`config.mk`:
```
export PLATFORM = sky130hd
export DESIGN_NAME = oadis_ctrl
export DESIGN_NICKNAME = d
export VERILOG_FILES = /design/src/design/oadis_pkg.sv /design/src/design/oadis_ctrl.sv
export VERILOG_INCLUDE_DIRS = /design/src /design/src/design
export SDC_FILE = /design/constraint.sdc
export NUM_CORES = 1
export LEC_CHECK = 0
export BUFFER_PORTS_ARGS = -buffer_cell sky130_fd_sc_hd__buf_2
export CORE_AREA = 2 2 39 41
export DETAILED_ROUTE_END_ITERATION = 6
export DIE_AREA = 0 0 41 43
export GPL_TIMING_DRIVEN = 0
export HOLD_SLACK_MARGIN = 0.12
export PLACE_DENSITY_LB_ADDON = 0.12
export RECOVER_POWER = 100
export SLEW_MARGIN = 30
export SYNTH_ARGS = -nofsm -noshare
export SYNTH_HDL_FRONTEND = slang
export SYNTH_SLANG_ARGS = --single-unit
```
`constraint.sdc`:
```
create_clock -name i_clk -period 1.7 [get_ports i_clk]
set_input_delay 0.17 -clock i_clk [delete_from_list [all_inputs] [get_ports i_clk]]
set_output_delay 0.17 -clock i_clk [all_outputs]
set_load 0.05 [all_outputs]
```
`src/design/ordered_array_insert_delete_search_macros.svh`:
```
// Assertion macros shared by the design files.
// Each macro checks one implication on the rising clock edge, outside reset.
`ifndef ORDERED_ARRAY_INSERT_DELETE_SEARCH_MACROS_SVH
`define ORDERED_ARRAY_INSERT_DELETE_SEARCH_MACROS_SVH

`ifndef SYNTHESIS

// Consequent must hold in the same cycle as the antecedent.
`define OADIS_ASSERT_NOW(label, clk, rst_n, ante, cons) \
    label: assert property (@(posedge clk) disable iff (!rst_n) (ante) |-> (cons)) \
        else $error("assertion failed: same-cycle implication");

// Consequent must hold in the cycle after the antecedent.
`define OADIS_ASSERT_NEXT(label, clk, rst_n, ante, cons) \
    label: assert property (@(posedge clk) disable iff (!rst_n) (ante) |=> (cons)) \
        else $error("assertion failed: next-cycle implication");

`else

`define OADIS_ASSERT_NOW(label, clk, rst_n, ante, cons)
`define OADIS_ASSERT_NEXT(label, clk, rst_n, ante, cons)

`endif

`endif

```
`src/design/oadis_pkg.sv`:
```
package oadis_pkg;

    // Storage size and derived widths.
    localparam int CAPACITY = 128;
    localparam int AddrW    = $clog2(CAPACITY);
    localparam int CntW     = $clog2(CAPACITY + 1);

    // Field widths of the input and result words.
    localparam int OpW      = 2;
    localparam int PosW     = 8;
    localparam int ValW     = 32;
    localparam int StatusW  = 3;
    localparam int FoundW   = 7;
    localparam int FillW    = 8;

    // Common width for comparing a position against the fill count.
    localparam int CmpW     = (PosW > CntW) ? PosW : CntW;

    // Operation codes.
    localparam logic [OpW-1:0] OP_INSERT = 2'd0;
    localparam logic [OpW-1:0] OP_DELETE = 2'd1;
    localparam logic [OpW-1:0] OP_SEARCH = 2'd2;

    // Status codes.
    localparam logic [StatusW-1:0] ST_OK       = 3'd0;
    localparam logic [StatusW-1:0] ST_FULL     = 3'd1;
    localparam logic [StatusW-1:0] ST_EMPTY    = 3'd2;
    localparam logic [StatusW-1:0] ST_BADPOS   = 3'd3;
    localparam logic [StatusW-1:0] ST_NOTFOUND = 3'd4;

    // Commands from the controller to the datapath.
    typedef struct packed {
        logic start;
        logic shift_up;
        logic ins_write;
        logic shift_dn;
        logic search;
        logic load_out;
    } t_cmd;

    // Status from the datapath to the controller.
    typedef struct packed {
        logic early_ok;
        logic ptr_above_pos;
        logic ptr_below_last;
        logic ptr_below_count;
        logic hit;
        logic out_free;
    } t_sts;

endpackage

```
`src/design/oadis_ctrl.sv`:
```
`include "ordered_array_insert_delete_search_macros.svh"

module oadis_ctrl (
    input  logic                      i_clk,
    input  logic                      i_rst_n,
    input  logic                      i_in_valid,
    output logic                      o_in_ready,
    input  logic [oadis_pkg::OpW-1:0] i_operation,
    input  oadis_pkg::t_sts           i_sts,
    output oadis_pkg::t_cmd           o_cmd
);

    import oadis_pkg::*;

    typedef enum logic [2:0] {
        S_IDLE,
        S_SHIFT_UP,
        S_INS_WRITE,
        S_SHIFT_DN,
        S_SEARCH,
        S_DONE
    } t_state;

    t_state r_state;
    t_state n_state;
    t_cmd   cmd;

    // Next state and the commands issued in each state.
    always_comb begin
        n_state = r_state;
        cmd     = '0;
        case (r_state)
            S_IDLE: begin
                cmd.start = i_in_valid;
                if (i_in_valid) begin
                    if (!i_sts.early_ok) begin
                        n_state = S_DONE;
                    end else begin
                        case (i_operation)
                            OP_INSERT: n_state = S_SHIFT_UP;
                            OP_DELETE: n_state = S_SHIFT_DN;
                            OP_SEARCH: n_state = S_SEARCH;
                            default:   n_state = S_DONE;
                        endcase
                    end
                end
            end
            S_SHIFT_UP: begin
                cmd.shift_up = 1'b1;
                if (!i_sts.ptr_above_pos) begin
                    n_state = S_INS_WRITE;
                end
            end
            S_INS_WRITE: begin
                cmd.ins_write = 1'b1;
                n_state       = S_DONE;
            end
            S_SHIFT_DN: begin
                cmd.shift_dn = 1'b1;
                if (!i_sts.ptr_below_last) begin
                    n_state = S_DONE;
                end
            end
            S_SEARCH: begin
                cmd.search = 1'b1;
                if (i_sts.hit || !i_sts.ptr_below_count) begin
                    n_state = S_DONE;
                end
            end
            S_DONE: begin
                // Hand the result over once the output register is free.
                if (i_sts.out_free) begin
                    cmd.load_out = 1'b1;
                    n_state      = S_IDLE;
                end
            end
            default: n_state = S_IDLE;
        endcase
    end

    // State register.
    always_ff @(posedge i_clk) begin
        if (!i_rst_n) begin
            r_state <= S_IDLE;
        end else begin
            r_state <= n_state;
        end
    end

    assign o_cmd      = cmd;
    assign o_in_ready = (r_state == S_IDLE);

    // A result word is never loaded over one that is still waiting.
    `OADIS_ASSERT_NOW(a_load_free, i_clk, i_rst_n, cmd.load_out, i_sts.out_free)

endmodule

```
### After elaboration in Yosys (flattened, before gate mapping)

Cells that the tools add are included.

* bits of input ports: 11
* register bits: 3
* word-level logic and storage cells: 33

* reductions and logical operators: 5
* eq/ne operators: 12
* mux-type cells: 15

Operator list (number)
* two-way mux 3 bit: 6
* case mux 3 bit (6 select lines): 1
* != test 2 bit, second input constant: 5
* case mux 3 bit (3 select lines): 1
* two-way mux 1 bit: 7
* == test 3 x 2 -> 1 bit, second input constant: 2
* == test 3 bit, second input constant: 2
* AND reduction 5 bit: 1
* == test 3 x 1 -> 1 bit, second input constant: 1
* zero test 3 bit: 1
* == test 2 x 1 -> 1 bit, second input constant: 1
* == test 2 bit, second input constant: 1
* zero test 2 bit: 1
* zero test 1 bit: 1
* logical OR 1 bit: 1

### Depth between registers and ports, before layout

* depth in word-level cells: 5
* mapped depth: 5
* mapped depth without buffers: 4

### Worst setup path before layout

OpenSTA, ideal clock, no wires.

* path type: flip-flop to output port
* start point: register r_state[0]
* end point: output port o_cmd[5] in the netlist's numbering
* data arrival time: 2.131 ns
* required time: 1.530 ns
* buffers on the path: 1
* setup slack: -0.601 ns
* stages on the path, launching flop included: 4
* cells stage by stage: dfxtp_1 > buf_2 > nor3_1 > and2_1

RTL lines
* from (decl): line oadis_ctrl.sv:24 `t_state r_state;`
* from (signal assigned): line oadis_ctrl.sv:86 `r_state <= n_state;`
* to (decl): line oadis_ctrl.sv:10 `output oadis_pkg::t_cmd o_cmd`

### Worst setup path after layout

* start point: register r_state[0]
* end point: register r_state[0]

* word-level cells in the longest chain between the ends: 3
* elaborated cells on any way between the ends: 13
* those cells by class: eq/ne (10); mux (1); reduce/logical (2)

RTL lines
* == test 3 bit (tied with other cells): line oadis_ctrl.sv:32 `case (r_state)`
* != test 2 bit (no source line)
* AND reduction 5 bit (no source line)

Parallel ways exist; a longest one is shown, timed or not.
A chain may end at the register's enable or synchronous reset.

==> impl_metrics.csv <==
group,metric,value,unit
drt,drt_wl_total,722,µm
cts,cts_buffers,3,
worst_hold_path,holdPathStages,2,
power_and_ir_drop,p_clk_share,13.8,%
drt,wl_per_cell,9.627,µm
timing,max_freq,654.7,MHz
timing,setup_viol,0,
cts,clock-sinks,3,
worst_setup_path,crit_buf_inv,1,
yosys,synth_fp_nets,49,
layout,design_area,420.4,µm²
power_and_ir_drop,swShare,55.58,%
floorplan,num_rows,14,
power_and_ir_drop,design_power_total,0.8987,mW
worst_hold_path,whs_endpoint,"r_state[2]$_SDFFE_PN0P_",
worst_setup_path,cp_cell_sequence,"clkbuf_2 > or3b_2 > a21oi_1 > o21ai_0 > o311a_1",
drt,drt-vias-per-instance,4.293,
global_routing,grt_max_degree,11,
cts,cts_setup_buffers,0,
yosys,ys_top_cells_by_count,"nor2_1 (4), nor3_1 (4)",
worst_setup_path,r2r_end,"r_state[0]$_SDFFE_PN0P_",
worst_setup_path,crit_family,"simple AND/OR/NAND/NOR gates",
worst_setup_path,cp.arrival,1.64,ns
timing,rsz0062_at_grt,"false",
layout,largest_register_ffs,3,
floorplan,fp.dieH,43,µm
worst_setup_path,timing.rr.start,"r_state[0]$_SDFFE_PN0P_",
timing,post-route-period-util,89.84,%
timing,worstMarginPinSlew,0.3813,ns
floorplan,die_w,41,µm
yosys,synth_edf_count,0,
power_and_ir_drop,powerDensity,2138,nW/µm²
global_routing,grt_pass1_vias,309,
floorplan,die_area,1763,µm²
global_routing,grt_overflow,0,
yosys,syn_area_per_cell,7.343,µm²
placed_design,place_congestion,0.7007,
layout,nets,71,
worst_setup_path,path_max_fanout,10,
cts,htree_num_levels,1,
layout,insertedDiodeCount,0,
placed_design,place_area,394.1,µm²
worst_setup_path,cp_slowest_cell,"or3b_2",
timing,hold_viol_final,0,
power_and_ir_drop,p_sw,0.4995,mW
yosys,synth.top_cells.by_area,"dfxtp_1 (22%), buf_6 (8.1%), nor3_1 (7.2%)",
worst_setup_path,cp_slowest_stage_delay,0.49,ns
layout,reg_top3,"r_state (3)",
layout,drive_above_1_share,45.76,%
drt,drc,0,
worst_setup_path,ff2ff_path_depth,5,
global_routing,grt_antenna_before_repair,0,
yosys,ys_types,21,
layout,regMostFlops,"r_state",
worst_setup_path,crit_type,"reg2reg",
timing,fin_crit,1.527,ns
floorplan,ios,18,
timing,fin_skew,0.0007030,ns
yosys,synth_warnings,0,
cts,max-clock-path-buffers,2,
cts,clk_latency,0.23,ns
yosys,yosysSeqAreaShare,21.52,%
cts,clk_pin_slew,0.04,ns
power_and_ir_drop,cellLeakagePower,0.1964,nW
worst_setup_path,reg2reg_slack,0.17,ns
drt,ant_nets,0,
yosys,yosysTopAreaCellShare,21.52,%
yosys,synth_flop_cell,"dfxtp_1",
timing,tns,0,ns
yosys,synth_area,279.0,µm²
cts,cts_resized,0,
floorplan,coreArea,1384,µm²
worst_hold_path,hp-class,"in2reg",
layout,layout.cells.non_filler,75,
global_routing,grt_pass1_wl,1179,µm
drt,drt-initial-drc-count,2,
yosys,ys_async_sr_fraction,0,%
timing,maxSlewHeadroom,74.43,%
worst_setup_path,endpoint_kind,"flop",
yosys,ys_ff_latch,3,
global_routing,track_usage,10.33,%
cts,cts_tree,"yes",
run,maxCapViolCount,0,
worst_setup_path,cp.depth,5,
layout,utilization,30.38,%
layout,synthToLayoutAreaGrowth,50.67,%
timing,slew_violations,0,
yosys,netlist_instances,38,
drt,vias,322,
drt,first_pass_iters,3,
power_and_ir_drop,seqPwrFrac,12.6,%
power_and_ir_drop,max-vdd-ir-drop,0.5339,mV
worst_setup_path,cp.required,1.81,ns
floorplan,initial_core_util,20.16,%
power_and_ir_drop,combPwrFrac,73.6,%
placed_design,dpl.cell_count,71,
yosys,yosys.area.top_type,"dfxtp_1",
outcome,status,"finished clean",
worst_setup_path,critPathLaunchType,"flop",
placed_design,port_buffers,17,
worst_hold_path,holdCritStartpoint,"i_rst_n",
placed_design,hpwl,543.3,µm
cts,root_buffer,"clkbuf_4",
power_and_ir_drop,internal-power,0.3992,mW
cts,ctsHoldBuffers,0,
-- layout make-up --
cell class / instances / area, µm²
multi-input combinational: 30 / 193.9
timing repair buffer: 17 / 85.08
inverter: 2 / 7.507
fill: 158 / 963.4
tap: 16 / 20.02
clock buffer: 4 / 26.28
sequential: 3 / 60.06
buffer: 3 / 27.53
-- power by group through the flow --
stage	registers [mW]	clock network (mW)	logic (mW)
floorplan	0.113	0	0.542
global placement	0.114	0	0.674
detailed placement	0.115	0	0.670
CTS	0.113	0.132	0.673
global route	0.116	0.134	0.723
finish	0.114	0.124	0.661
-- worst reg2reg max path: stages (launching register included) --
cell      delay, ns
dfxtp_1        0.29
clkbuf_2       0.18
or3b_2         0.49
a21oi_1        0.21
o21ai_0        0.10
o311a_1        0.14
-- how the worst max path moves through the flow --
| stage | startpoint | to | slack, ns |
|---|---|---|---|
| 2_1_floorplan | r_state[0]$_SDFFE_PN0P_ | o_cmd[5] | -0.13 |
| 3_3_place_gp | r_state[1]$_SDFFE_PN0P_ | r_state[1]$_SDFFE_PN0P_ | 0.19 |
| 3_5_place_dp | r_state[0]$_SDFFE_PN0P_ | r_state[0]$_SDFFE_PN0P_ | 0.20 |
| 4_1_cts | r_state[0]$_SDFFE_PN0P_ | o_cmd[4] | 0.18 |
| 5_1_grt | r_state[0]$_SDFFE_PN0P_ | r_state[1]$_SDFFE_PN0P_ | 0.06 |
| 6_report | r_state[0]$_SDFFE_PN0P_ | r_state[0]$_SDFFE_PN0P_ | 0.17 |
-- per-layer routing --
metal / up-vias / track usage, % / wire length (µm)
met2: 7 / 14.06 / 360
met3: 0 / 0.5236 / 30
met4: 0 / 12.00 / 0
met1: 139 / 12.50 / 331
li1: 176 / - / -
met5: - / 0 / 0
-- cell usage in the layout, fill, tap and decap left out --
master and count:
o21ai_0 1, nand2b_1 3, clkbuf_4 3, or3b_2 1, o311a_1 1, nand2_1 3
nor3_2 2, o21a_1 1, clkbuf_2 7, inv_1 2, mux2i_1 1, or2b_1 1
dfxtp_1 3, nor2_1 4, buf_6 2, nor3_1 2, a31oi_1 1, a21oi_1 3
and2_1 1, o31ai_2 1, a21boi_0 1, buf_2 11, or4_1 2, o31ai_1 1
clkbuf_1 1
-- cell families (layout without fill, tap and decap cells) --
kind of cell	after synthesis	count (layout)	synth area share, %
AOI/OAI and AO/OA	10	10	25.56
buffers and inverters	5	26	12.55
DFF	3	3	21.53
muxes	1	1	3.588
and+or+nand+nor	19	19	36.77
-- per-stage QoR --
| step | hold slack (ns) | setup slack, ns |
|---|---|---|
| after floorplan | 0.2875 | -0.1285 |
| after global placement | 0.4349 | 0.1940 |
| after detailed placement | 0.4133 | 0.1986 |
| after CTS | 0.1706 | 0.1750 |
| after global routing | 0.1951 | 0.05622 |
| final | 0.1820 | 0.1726 |
No activity file was read; power rests on OpenSTA's default activity.
